===== src/sv/ilp_pkg.sv =====
// Shared types and constants for the integer literal parser.
// No dependencies; compiled first.
package ilp_pkg;

	localparam int VALUE_W   = 64;
	localparam int CHAR_W    = 8;
	localparam int NUM_TYPES = 6;
	localparam int CFG_IDX_W = 3;
	localparam int TYPE_W    = 3;
	localparam int STATUS_W  = 2;

	localparam logic [STATUS_W-1:0] ST_OK       = 2'd0;
	localparam logic [STATUS_W-1:0] ST_INVALID  = 2'd1;
	localparam logic [STATUS_W-1:0] ST_OVERFLOW = 2'd2;

	localparam logic [TYPE_W-1:0] TY_INT   = 3'd0;
	localparam logic [TYPE_W-1:0] TY_LONG  = 3'd2;
	localparam logic [TYPE_W-1:0] TY_LLONG = 3'd4;

	localparam logic [VALUE_W-1:0] RST_MAX [NUM_TYPES] = '{
		64'd2147483647,
		64'd4294967295,
		64'd9223372036854775807,
		64'hFFFF_FFFF_FFFF_FFFF,
		64'd9223372036854775807,
		64'hFFFF_FFFF_FFFF_FFFF
	};

	// character class from the front end
	typedef struct packed {
		logic       is_final;
		logic       is_dec;
		logic       is_oct;
		logic       is_hex;
		logic       is_zero;
		logic       is_x;
		logic       is_l;
		logic       is_u;
		logic [3:0] digit;
	} char_class_t;

	// finished literal, before type selection
	typedef struct packed {
		logic               bad;
		logic               is_decimal;
		logic               single_l;
		logic               double_l;
		logic               seen_u;
		logic [VALUE_W-1:0] value;
	} lit_rec_t;

endpackage


===== src/sv/ilp_if.sv =====
// Channel interfaces: character input and literal result output.
// Depends on ilp_pkg.
interface ilp_in_if;
	import ilp_pkg::*;
	logic              valid;
	logic              ready;
	logic [CHAR_W-1:0] char_code;
	logic              is_final;
	modport source(output valid, char_code, is_final, input ready);
	modport sink(input valid, char_code, is_final, output ready);
endinterface

interface ilp_out_if;
	import ilp_pkg::*;
	logic                valid;
	logic                ready;
	logic [VALUE_W-1:0]  literal_value;
	logic [TYPE_W-1:0]   type_code;
	logic [STATUS_W-1:0] status;
	modport source(output valid, literal_value, type_code, status, input ready);
	modport sink(input valid, literal_value, type_code, status, output ready);
endinterface


===== src/sv/ilp_front.sv =====
// Front end: classifies each input character and queues it (two entries).
// Depends on ilp_pkg and ilp_in_if.
module ilp_front (
	input  logic                clk,
	input  logic                arst_n,
	ilp_in_if.sink              char_in,
	output logic                cls_valid,
	input  logic                cls_ready,
	output ilp_pkg::char_class_t cls
);
	import ilp_pkg::*;

	char_class_t    mem_q [2];
	logic           wr_ptr_q;
	logic           rd_ptr_q;
	logic [1:0]     count_q;
	char_class_t    cls_in;
	logic [CHAR_W-1:0] c;
	logic           push;
	logic           pop;

	assign c = char_in.char_code;

	always_comb begin
		cls_in          = '0;
		cls_in.is_final = char_in.is_final;
		cls_in.is_dec   = (c >= 8'h30) && (c <= 8'h39);
		cls_in.is_oct   = (c >= 8'h30) && (c <= 8'h37);
		cls_in.is_zero  = (c == 8'h30);
		cls_in.is_x     = (c == 8'h78) || (c == 8'h58);
		cls_in.is_l     = (c == 8'h6C) || (c == 8'h4C);
		cls_in.is_u     = (c == 8'h75) || (c == 8'h55);
		cls_in.is_hex   = cls_in.is_dec || ((c >= 8'h61) && (c <= 8'h66))
			|| ((c >= 8'h41) && (c <= 8'h46));
		if (cls_in.is_dec)
			cls_in.digit = c[3:0];
		else
			cls_in.digit = {1'b0, c[2:0]} + 4'd9;
	end

	assign char_in.ready = (count_q != 2'd2);
	assign push          = char_in.valid && char_in.ready;
	assign cls_valid     = (count_q != 2'd0);
	assign pop           = cls_valid && cls_ready;
	assign cls           = mem_q[rd_ptr_q];

	always_ff @(posedge clk) begin
		if (push)
			mem_q[wr_ptr_q] <= cls_in;
	end

	always_ff @(posedge clk or negedge arst_n) begin
		if (!arst_n) begin
			wr_ptr_q <= 1'b0;
			rd_ptr_q <= 1'b0;
			count_q  <= 2'd0;
		end else begin
			if (push)
				wr_ptr_q <= ~wr_ptr_q;
			if (pop)
				rd_ptr_q <= ~rd_ptr_q;
			count_q <= count_q + {1'b0, push} - {1'b0, pop};
		end
	end

endmodule


===== src/sv/ilp_back.sv =====
// Back end: literal state machine and accumulator; emits a record per literal.
// Depends on ilp_pkg.
module ilp_back (
	input  logic                 clk,
	input  logic                 arst_n,
	input  logic                 cls_valid,
	output logic                 cls_ready,
	input  ilp_pkg::char_class_t cls,
	output logic                 rec_valid,
	input  logic                 rec_ready,
	output ilp_pkg::lit_rec_t    rec
);
	import ilp_pkg::*;

	localparam logic [2:0] PH_START  = 3'd0;
	localparam logic [2:0] PH_ZERO   = 3'd1;
	localparam logic [2:0] PH_OCT    = 3'd2;
	localparam logic [2:0] PH_HEX    = 3'd3;
	localparam logic [2:0] PH_DEC    = 3'd4;
	localparam logic [2:0] PH_SUFFIX = 3'd5;

	logic [2:0]         phase_q, phase_d;
	logic [VALUE_W-1:0] acc_q, acc_d;
	logic               dec_q, dec_d;
	logic               sl_q, sl_d;
	logic               dl_q, dl_d;
	logic               u_q, u_d;
	logic               bad_q, bad_d;
	logic               rec_valid_s1;
	lit_rec_t           rec_s1;
	logic               rec_free;
	logic               take;
	logic [VALUE_W-1:0] acc_x8, acc_x10, acc_x16;

	assign acc_x8  = acc_q << 3;
	assign acc_x16 = acc_q << 4;
	assign acc_x10 = acc_x8 + (acc_q << 1);

	assign rec_free  = !rec_valid_s1 || rec_ready;
	assign cls_ready = !cls.is_final || rec_free;
	assign take      = cls_valid && cls_ready;
	assign rec_valid = rec_valid_s1;
	assign rec       = rec_s1;

	always_comb begin
		logic do_suffix;
		do_suffix = 1'b0;
		phase_d   = phase_q;
		acc_d     = acc_q;
		dec_d     = dec_q;
		sl_d      = sl_q;
		dl_d      = dl_q;
		u_d       = u_q;
		bad_d     = bad_q;
		if (!bad_q) begin
			unique case (phase_q)
				PH_START: begin
					if (cls.is_zero) begin
						dec_d   = 1'b0;
						phase_d = PH_ZERO;
					end else if (cls.is_dec) begin
						phase_d = PH_DEC;
						acc_d   = acc_x10 + VALUE_W'(cls.digit);
					end else begin
						do_suffix = 1'b1;
					end
				end
				PH_ZERO: begin
					if (cls.is_x) begin
						phase_d = PH_HEX;
					end else if (cls.is_oct) begin
						phase_d = PH_OCT;
						acc_d   = acc_x8 + VALUE_W'(cls.digit);
					end else begin
						do_suffix = 1'b1;
					end
				end
				PH_OCT: begin
					if (cls.is_oct)
						acc_d = acc_x8 + VALUE_W'(cls.digit);
					else
						do_suffix = 1'b1;
				end
				PH_HEX: begin
					if (cls.is_hex)
						acc_d = acc_x16 + VALUE_W'(cls.digit);
					else
						do_suffix = 1'b1;
				end
				PH_DEC: begin
					if (cls.is_dec)
						acc_d = acc_x10 + VALUE_W'(cls.digit);
					else
						do_suffix = 1'b1;
				end
				default: do_suffix = 1'b1;
			endcase
		end
		if (do_suffix) begin
			phase_d = PH_SUFFIX;
			priority if (cls.is_l) begin
				priority if (sl_q) begin
					sl_d = 1'b0;
					dl_d = 1'b1;
				end else if (dl_q) begin
					bad_d = 1'b1;
				end else begin
					sl_d = 1'b1;
				end
			end else if (cls.is_u) begin
				if (u_q)
					bad_d = 1'b1;
				u_d = 1'b1;
			end else begin
				bad_d = 1'b1;
			end
		end
	end

	always_ff @(posedge clk) begin
		if (take && cls.is_final) begin
			rec_s1.bad        <= bad_d;
			rec_s1.is_decimal <= dec_d;
			rec_s1.single_l   <= sl_d;
			rec_s1.double_l   <= dl_d;
			rec_s1.seen_u     <= u_d;
			rec_s1.value      <= acc_d;
		end
	end

	always_ff @(posedge clk or negedge arst_n) begin
		if (!arst_n) begin
			phase_q      <= PH_START;
			acc_q        <= '0;
			dec_q        <= 1'b1;
			sl_q         <= 1'b0;
			dl_q         <= 1'b0;
			u_q          <= 1'b0;
			bad_q        <= 1'b0;
			rec_valid_s1 <= 1'b0;
		end else begin
			if (take && cls.is_final)
				rec_valid_s1 <= 1'b1;
			else if (rec_ready)
				rec_valid_s1 <= 1'b0;
			if (take) begin
				if (cls.is_final) begin
					phase_q <= PH_START;
					acc_q   <= '0;
					dec_q   <= 1'b1;
					sl_q    <= 1'b0;
					dl_q    <= 1'b0;
					u_q     <= 1'b0;
					bad_q   <= 1'b0;
				end else begin
					phase_q <= phase_d;
					acc_q   <= acc_d;
					dec_q   <= dec_d;
					sl_q    <= sl_d;
					dl_q    <= dl_d;
					u_q     <= u_d;
					bad_q   <= bad_d;
				end
			end
		end
	end

endmodule


===== src/sv/ilp_typer.sv =====
// Type selection against the configured maxima, plus the output register.
// Holds the six limit registers. Depends on ilp_pkg and ilp_out_if.
module ilp_typer (
	input  logic                          clk,
	input  logic                          arst_n,
	input  logic                          cfg_wr_en,
	input  logic [ilp_pkg::CFG_IDX_W-1:0] cfg_index,
	input  logic [ilp_pkg::VALUE_W-1:0]   cfg_data,
	input  logic                          rec_valid,
	output logic                          rec_ready,
	input  ilp_pkg::lit_rec_t             rec,
	ilp_out_if.source                     lit_out
);
	import ilp_pkg::*;

	logic [VALUE_W-1:0]  max_q [NUM_TYPES];
	logic                out_valid_q;
	logic [VALUE_W-1:0]  value_q;
	logic [TYPE_W-1:0]   type_q;
	logic [STATUS_W-1:0] status_q;
	logic [NUM_TYPES-1:0] fit;
	logic [TYPE_W-1:0]   first;
	logic [TYPE_W-1:0]   pick;
	logic                found;
	logic                allow_u;
	logic                allow_s;

	assign allow_u = !rec.is_decimal || rec.seen_u;
	assign allow_s = !rec.seen_u;
	assign first   = rec.double_l ? TY_LLONG : (rec.single_l ? TY_LONG : TY_INT);

	always_comb begin
		for (int i = 0; i < NUM_TYPES; i++) begin
			fit[i] = (TYPE_W'(i) >= first) && (i[0] ? allow_u : allow_s)
				&& (rec.value <= max_q[i]);
		end
	end

	always_comb begin
		found = 1'b0;
		pick  = TY_INT;
		for (int i = NUM_TYPES - 1; i >= 0; i--) begin
			if (fit[i]) begin
				found = 1'b1;
				pick  = TYPE_W'(i);
			end
		end
	end

	assign rec_ready             = !out_valid_q || lit_out.ready;
	assign lit_out.valid         = out_valid_q;
	assign lit_out.literal_value = value_q;
	assign lit_out.type_code     = type_q;
	assign lit_out.status        = status_q;

	always_ff @(posedge clk) begin
		if (rec_valid && rec_ready) begin
			if (rec.bad) begin
				value_q  <= '0;
				type_q   <= TY_INT;
				status_q <= ST_INVALID;
			end else begin
				value_q  <= rec.value;
				type_q   <= found ? pick : TY_INT;
				status_q <= found ? ST_OK : ST_OVERFLOW;
			end
		end
	end

	always_ff @(posedge clk or negedge arst_n) begin
		if (!arst_n) begin
			out_valid_q <= 1'b0;
			for (int i = 0; i < NUM_TYPES; i++)
				max_q[i] <= RST_MAX[i];
		end else begin
			if (rec_valid && rec_ready)
				out_valid_q <= 1'b1;
			else if (lit_out.ready)
				out_valid_q <= 1'b0;
			if (cfg_wr_en && (cfg_index < CFG_IDX_W'(NUM_TYPES)))
				max_q[cfg_index] <= cfg_data;
		end
	end

endmodule


===== src/sv/integer_literal_parser.sv =====
// Integer literal parser, top level.
// Characters of one C integer literal arrive on char_in, one per beat, with
// is_final set on the last one. For each final character one result beat
// leaves on lit_out: the value mod 2^64 (0 if invalid), chosen type, status.
// Six 64-bit type limits are written through cfg_wr_en/cfg_index/cfg_data
// (index 0..5: int, uint, long, ulong, llong, ullong); other indexes are
// dropped. Write them only while no literal is in flight.
// Throughput: one character per cycle while lit_out takes results, set by the
// combinational accumulator update (shift-and-add for base 8, 10, 16).
// A final character is written into the queue, then into the record register
// with the state update, then compared against the limits into the output
// register that drives lit_out.
// A two-entry queue separates the classifier from the state update and the
// record and output registers carry the result, so input keeps flowing while
// a result waits; when lit_out stalls the pipeline fills and char_in.ready
// drops once the queue is full.
// Reset (arst_n low) empties the pipeline, clears the literal state and
// restores the limits to the native C sizes of a 64-bit target.
// Depends on ilp_pkg, ilp_if, ilp_front, ilp_back, ilp_typer.
module integer_literal_parser (
	input  logic                          clk,
	input  logic                          arst_n,
	ilp_in_if.sink                        char_in,
	ilp_out_if.source                     lit_out,
	input  logic                          cfg_wr_en,
	input  logic [ilp_pkg::CFG_IDX_W-1:0] cfg_index,
	input  logic [ilp_pkg::VALUE_W-1:0]   cfg_data
);
	import ilp_pkg::*;

	logic        cls_valid;
	logic        cls_ready;
	char_class_t cls;
	logic        rec_valid;
	logic        rec_ready;
	lit_rec_t    rec;

	ilp_front u_front (
		.clk       (clk),
		.arst_n    (arst_n),
		.char_in   (char_in),
		.cls_valid (cls_valid),
		.cls_ready (cls_ready),
		.cls       (cls)
	);

	ilp_back u_back (
		.clk       (clk),
		.arst_n    (arst_n),
		.cls_valid (cls_valid),
		.cls_ready (cls_ready),
		.cls       (cls),
		.rec_valid (rec_valid),
		.rec_ready (rec_ready),
		.rec       (rec)
	);

	ilp_typer u_typer (
		.clk       (clk),
		.arst_n    (arst_n),
		.cfg_wr_en (cfg_wr_en),
		.cfg_index (cfg_index),
		.cfg_data  (cfg_data),
		.rec_valid (rec_valid),
		.rec_ready (rec_ready),
		.rec       (rec),
		.lit_out   (lit_out)
	);

endmodule


===== src/flat_wrapper.sv =====
// flat-port wrapper written by rule: the top's interface ports become plain ports
module integer_literal_parser_flat import ilp_pkg::*;
  (clk, arst_n, cfg_wr_en, cfg_index, cfg_data, char_in_valid, char_in_char_code, char_in_is_final, char_in_ready, lit_out_valid, lit_out_literal_value, lit_out_type_code, lit_out_status, lit_out_ready);
  ilp_in_if char_in_i ();
  ilp_out_if lit_out_i ();
  input  logic clk;
  input  logic arst_n;
  input  logic cfg_wr_en;
  input  logic [ilp_pkg::CFG_IDX_W-1:0] cfg_index;
  input  logic [ilp_pkg::VALUE_W-1:0] cfg_data;
  input wire logic [$bits(char_in_i.valid)-1:0] char_in_valid;
  input wire logic [$bits(char_in_i.char_code)-1:0] char_in_char_code;
  input wire logic [$bits(char_in_i.is_final)-1:0] char_in_is_final;
  output wire logic [$bits(char_in_i.ready)-1:0] char_in_ready;
  output wire logic [$bits(lit_out_i.valid)-1:0] lit_out_valid;
  output wire logic [$bits(lit_out_i.literal_value)-1:0] lit_out_literal_value;
  output wire logic [$bits(lit_out_i.type_code)-1:0] lit_out_type_code;
  output wire logic [$bits(lit_out_i.status)-1:0] lit_out_status;
  input wire logic [$bits(lit_out_i.ready)-1:0] lit_out_ready;
  assign char_in_i.valid = char_in_valid;
  assign char_in_i.char_code = char_in_char_code;
  assign char_in_i.is_final = char_in_is_final;
  assign char_in_ready = char_in_i.ready;
  assign lit_out_valid = lit_out_i.valid;
  assign lit_out_literal_value = lit_out_i.literal_value;
  assign lit_out_type_code = lit_out_i.type_code;
  assign lit_out_status = lit_out_i.status;
  assign lit_out_i.ready = lit_out_ready;
  integer_literal_parser u_core (.clk(clk), .arst_n(arst_n), .char_in(char_in_i), .lit_out(lit_out_i), .cfg_wr_en(cfg_wr_en), .cfg_index(cfg_index), .cfg_data(cfg_data));
endmodule

===== config.mk =====
export PLATFORM = sky130hd
export DESIGN_NAME = integer_literal_parser_flat
export DESIGN_NICKNAME = d
export VERILOG_FILES = /design/src/sv/ilp_pkg.sv /design/src/sv/ilp_if.sv /design/src/sv/ilp_front.sv /design/src/sv/ilp_back.sv /design/src/sv/ilp_typer.sv /design/src/sv/integer_literal_parser.sv /design/src/flat_wrapper.sv
export SDC_FILE = /design/constraint.sdc
export NUM_CORES = 2
export LEC_CHECK = 0
export BUFFER_PORTS_ARGS = -buffer_cell sky130_fd_sc_hd__buf_2
export CAP_MARGIN = 20
export CORE_UTILIZATION = 57
export CTS_BUF_LIST = sky130_fd_sc_hd__clkbuf_16
export CTS_CLUSTER_SIZE = 10
export DETAILED_ROUTE_END_ITERATION = 16
export GPL_TIMING_DRIVEN = 1
export PLACE_DENSITY = 0.77
export SYNTH_ARGS = -nofsm -noshare
export SYNTH_HDL_FRONTEND = slang
export SYNTH_HIERARCHICAL = 1
export SYNTH_SLANG_ARGS = --single-unit

===== constraint.sdc =====
create_clock -name clk -period 3.8 [get_ports clk]
set_input_delay 0.38 -clock clk [delete_from_list [all_inputs] [get_ports clk]]
set_output_delay 0.38 -clock clk [all_outputs]
set_load 0.02 [all_outputs]

==> summary.md <==
| Metric | Value |
|---|---|
| Crit share post-route | `105%` |
| TritonCTS Buffers | `74` |
| Achievable Freq | `0.250 GHz` |
| Cell area reported after detailed placement | `43,900 sq um` |
| Unrepaired setup endpoints after global routing | `true` |
| Non-Filler Instances | `5,524` |
| Proportion of netlist area held by the largest area contributor | `20.5%` |
| Maximum level of the CTS H-tree | `3` |
| Worst clock skew on the final layout | `0.0284 ns` |
| Number of global-route vias before repair | `34,100` |
| Critical path endpoint category | `flip-flop` |
| Multi-input gate area in the final layout | `22,100 sq um` |
| Flop2flop setup slack | `-0.20 ns` |
| Arrival time of data at the critical path endpoint | `4.37 ns` |
| Share of synthesized registers carrying an async set or reset | `74.0%` |
| Maximum capacitance violations | `0` |
| Register area share after synthesis | `41.2%` |
| DIE AREA | `72,600 sq um` |
| Clock transition at the registers of the reported paths | `0.06 ns` |
| Pwr dens | `775 nW/um^2` |
| Number of max-slew violations in the final report | `0` |
| Die height | `270 um` |
| Count of yosys warnings during synthesis | `6` |
| Number of cells in the design after placement | `5,363` |
| Power Total | `36.3 mW` |
| Commonest register cell after synthesis | `sky130_fd_sc_hd__dfstp_2` |
| Post-Synthesis Mean Instance Area | `9.61 sq um` |
| Pin count of the biggest net entering global routing | `128` |
| Critical path start-end classification | `reg2reg` |
| Status | `finished, violations left` |
| Worst setup slack after layout | `-0.204 ns` |
| Port-buffer cells | `151` |
| Tmin final | `4.00 ns` |
| Post-Route WL | `123 mm` |
| Worst-margin pin slew | `1.16 ns` |
| Number of antenna violations at the first check in global routing | `9` |
| Post-synthesis instance area | `40,800 sq um` |
| Layout cell share with drive strength beyond 1 | `23.9%` |
| Buffers from clock root to sink, at most | `3` |
| GPL Wtd Cong | `0.947` |
| CTS tree | `yes` |
| Area added between synthesis and finish | `14.7%` |
| First-pass GRT wire length | `191 mm` |
| Sinks on Clock Net | `624` |
| Ports placed on the boundary | `152` |
| Largest cells by area after synthesis | `sky130_fd_sc_hd__dfstp_2 (20%), sky130_fd_sc_hd__ha_1 (16%), sky130_fd_sc_hd__edfxtp_1 (12%)` |
| Width of the die | `270 um` |
| Met1 Routed Length | `50.6 mm` |
| Ratio of routed vias to standard cells | `6.26` |
| Leading area contributor after synthesis | `sky130_fd_sc_hd__dfstp_2` |
| Detailed-placement wirelength estimate | `88.7 mm` |
| Number of flops mapped to enable cells by yosys | `162` |
| Maximum vdd ir drop | `0.656 mV` |
| Router iterations before antenna repair | `7` |
| CORE AREA | `70,400 sq um` |
| Vias after detailed routing | `34,600` |
| Row count | `97` |
| Uppermost routed layer | `met5` |
| Remaining global-route overflow | `0` |
| Setup slack at placement | `-0.292 ns` |
| Worst hold path type | `in2reg` |
| Leak pwr | `21.0 nW` |
| Endpoint required time on the critical path | `4.17 ns` |
| Length of routed met3 wiring | `10.6 mm` |
| Final setup violation count | `18` |
| Most frequent standard cell in the layout excluding fill and tap cells | `sky130_fd_sc_hd__ha_1` |
| Synth Register Bits | `624` |
| Remaining routing DRC violations | `0` |
| Mapped Nets | `4,841` |
| Failing checks | `setup timing` |
| Worst-case headroom to the max-slew limit | `22.1%` |
| Flip-flop and latch area | `16,800 sq um` |
| Max Fanout on Critical Path | `6` |
| CP Launch Type | `flip-flop` |
| Number of distinct library cell variants in the gate-level netlist after synthesis | `107` |
| Commonest non-fill, non-tap cells in the layout | `sky130_fd_sc_hd__ha_1 (511), sky130_fd_sc_hd__nand2_1 (509), sky130_fd_sc_hd__inv_1 (473)` |
| CTS root buf | `sky130_fd_sc_hd__clkbuf_16` |
| Routed length per placed instance | `22.2 um` |
| Final Hold Viols | `0` |
| Total Routing Usage GR | `33.4%` |
| Post-route cell area | `46,800 sq um` |
| Clock latency reported for the late side of the worst-skew pair | `0.63 ns` |
| # nets final | `5,116` |
| Met2 WL post-DR | `55.7 mm` |
| DRT iter0 DRCs | `3,869` |
| Initial standard-cell utilization of the core | `58.0%` |
| Fillcell total | `5,361` |
| Instance count of the mapped netlist | `4,244` |
| Number of nets still failing antenna checks after routing | `0` |
## worst paths after layout
| kind | startpoint | end | cells after the start |
|---|---|---|---|
| worst max-delay path | u_core/u_front/rd_ptr_q | u_core/u_back/rec[63] | 17 |
| worst min-delay path | cfg_data[53] | u_core/u_typer/max_q[245] | 3 |
| worst max register to register | u_core/u_front/rd_ptr_q | u_core/u_back/rec[63] | 17 |
| worst min register to register | u_core/u_front/count_q[1] | u_core/u_front/count_q[1] | 1 |
| max in group asynchronous | arst_n | u_core/u_back/acc_q[37] | 3 |
| min in group asynchronous | arst_n | u_core/u_typer/max_q[313] | 2 |
## per-layer routing
layer / vias up / global-route usage, %
li1: 15700 / -
met1: 16700 / 44.5
met2: 1725 / 53.0
met3: 365 / 5.63
met4: 6 / 15.9
met5: - / 0
## metrics by stage
step | TNS (ns) | util [%] | hold WS, ns
after floorplan | 0 | - | 0.0844
after global placement | -2.96 | 62.3 | 0.437
after detailed placement | -6.94 | 62.3 | 0.430
after CTS | -1.43 | 65.9 | 0.00527
after global routing | -5.00 | 66.5 | 0.0312
final | -1.25 | 66.5 | 0.0318
## cells by family (layout without fill, tap and decap cells)
logic type	after synthesis	in the layout	share of synthesized area, %
compound gates	1089	1089	16.9
buf+inv	626	960	5.89
xor+xnor	100	100	2.15
flops	624	624	41.2
mux	161	161	4.42
other cells	0	6	0
fa+ha+maj	516	516	15.9
simple gates	1128	1128	13.5
## registers in the layout, summed over array words and instances, names as in the netlist, 2 cells and up
signal	cells
u_core/u_typer/lit_out.literal_value	64
u_core/u_typer/lit_out.type_code	3
u_core/u_typer/max_q	384
u_core/u_typer/lit_out.status	2
u_core/u_front/mem_q	24
u_core/u_front/count_q	2
u_core/u_back/rec	69
u_core/u_back/phase_q	3
u_core/u_back/acc_q	64
## Yosys cell counts (45+ instances only)
library cell               count
sky130_fd_sc_hd__nor3_1       53
sky130_fd_sc_hd__nand2_1     512
sky130_fd_sc_hd__dfstp_2     318
sky130_fd_sc_hd__a22o_1       45
sky130_fd_sc_hd__clkbuf_1    156
sky130_fd_sc_hd__inv_1       427
sky130_fd_sc_hd__o21ai_0     405
sky130_fd_sc_hd__ha_1        514
sky130_fd_sc_hd__a21oi_1     257
sky130_fd_sc_hd__mux2_2      148
sky130_fd_sc_hd__dfrtp_1     144
sky130_fd_sc_hd__xnor2_1      53
sky130_fd_sc_hd__edfxtp_1    162
sky130_fd_sc_hd__nor2_1      132
sky130_fd_sc_hd__nand4_1     117
sky130_fd_sc_hd__nor2b_1      75
sky130_fd_sc_hd__xor2_1       47
sky130_fd_sc_hd__nand3_1      97
sky130_fd_sc_hd__a21o_1       61
## power by group
group	switching, mW	internal (mW)	total [mW]	leakage, nW
clock network	2.87	3.66	6.53	1.26
logic	11.2	6.74	17.9	13.0
registers	1.98	9.86	11.8	6.78
## critical path: stages, from the launching register on
cell,delay (ns)
sky130_fd_sc_hd__dfrtp_2,0.44
sky130_fd_sc_hd__mux2_4,0.22
sky130_fd_sc_hd__inv_2,0.03
sky130_fd_sc_hd__fa_1,0.50
sky130_fd_sc_hd__inv_2,0.05
sky130_fd_sc_hd__buf_4,0.13
sky130_fd_sc_hd__buf_6,0.11
sky130_fd_sc_hd__ha_4,0.25
sky130_fd_sc_hd__a211oi_2,0.07
sky130_fd_sc_hd__nor2_2,0.17
sky130_fd_sc_hd__o211ai_1,0.18
sky130_fd_sc_hd__a211oi_2,0.44
sky130_fd_sc_hd__o31ai_4,0.13
sky130_fd_sc_hd__a21oi_4,0.32
sky130_fd_sc_hd__a31oi_2,0.15
sky130_fd_sc_hd__xnor2_1,0.23
sky130_fd_sc_hd__o21ai_2,0.10
sky130_fd_sc_hd__a22o_1,0.21
## cell type report
cell class                      count  share of cell area (%)
Multi-Input combinational cell   2994                    47.3
Sequential cell                   624                    35.9
Timing Repair Buffer              398                    6.04
Clock buffer                       75                    4.01
Inverter                          427                    3.42
Tap cell                          940                    2.51
Clock inverter                     60                   0.762
Antenna cell                        6                  0.0321
## repair_timing
item | 4_1_cts | 5_1_grt
setup buffers | 13 | 9
endpoints found under the hold margin | 29 | 0
gates resized for setup | 44 | 73
hold buffers | 2 | 0
setup endpoints to repair | 69 | 76
pin swaps | 54 | 84
(Power assumes the default switching activity.)
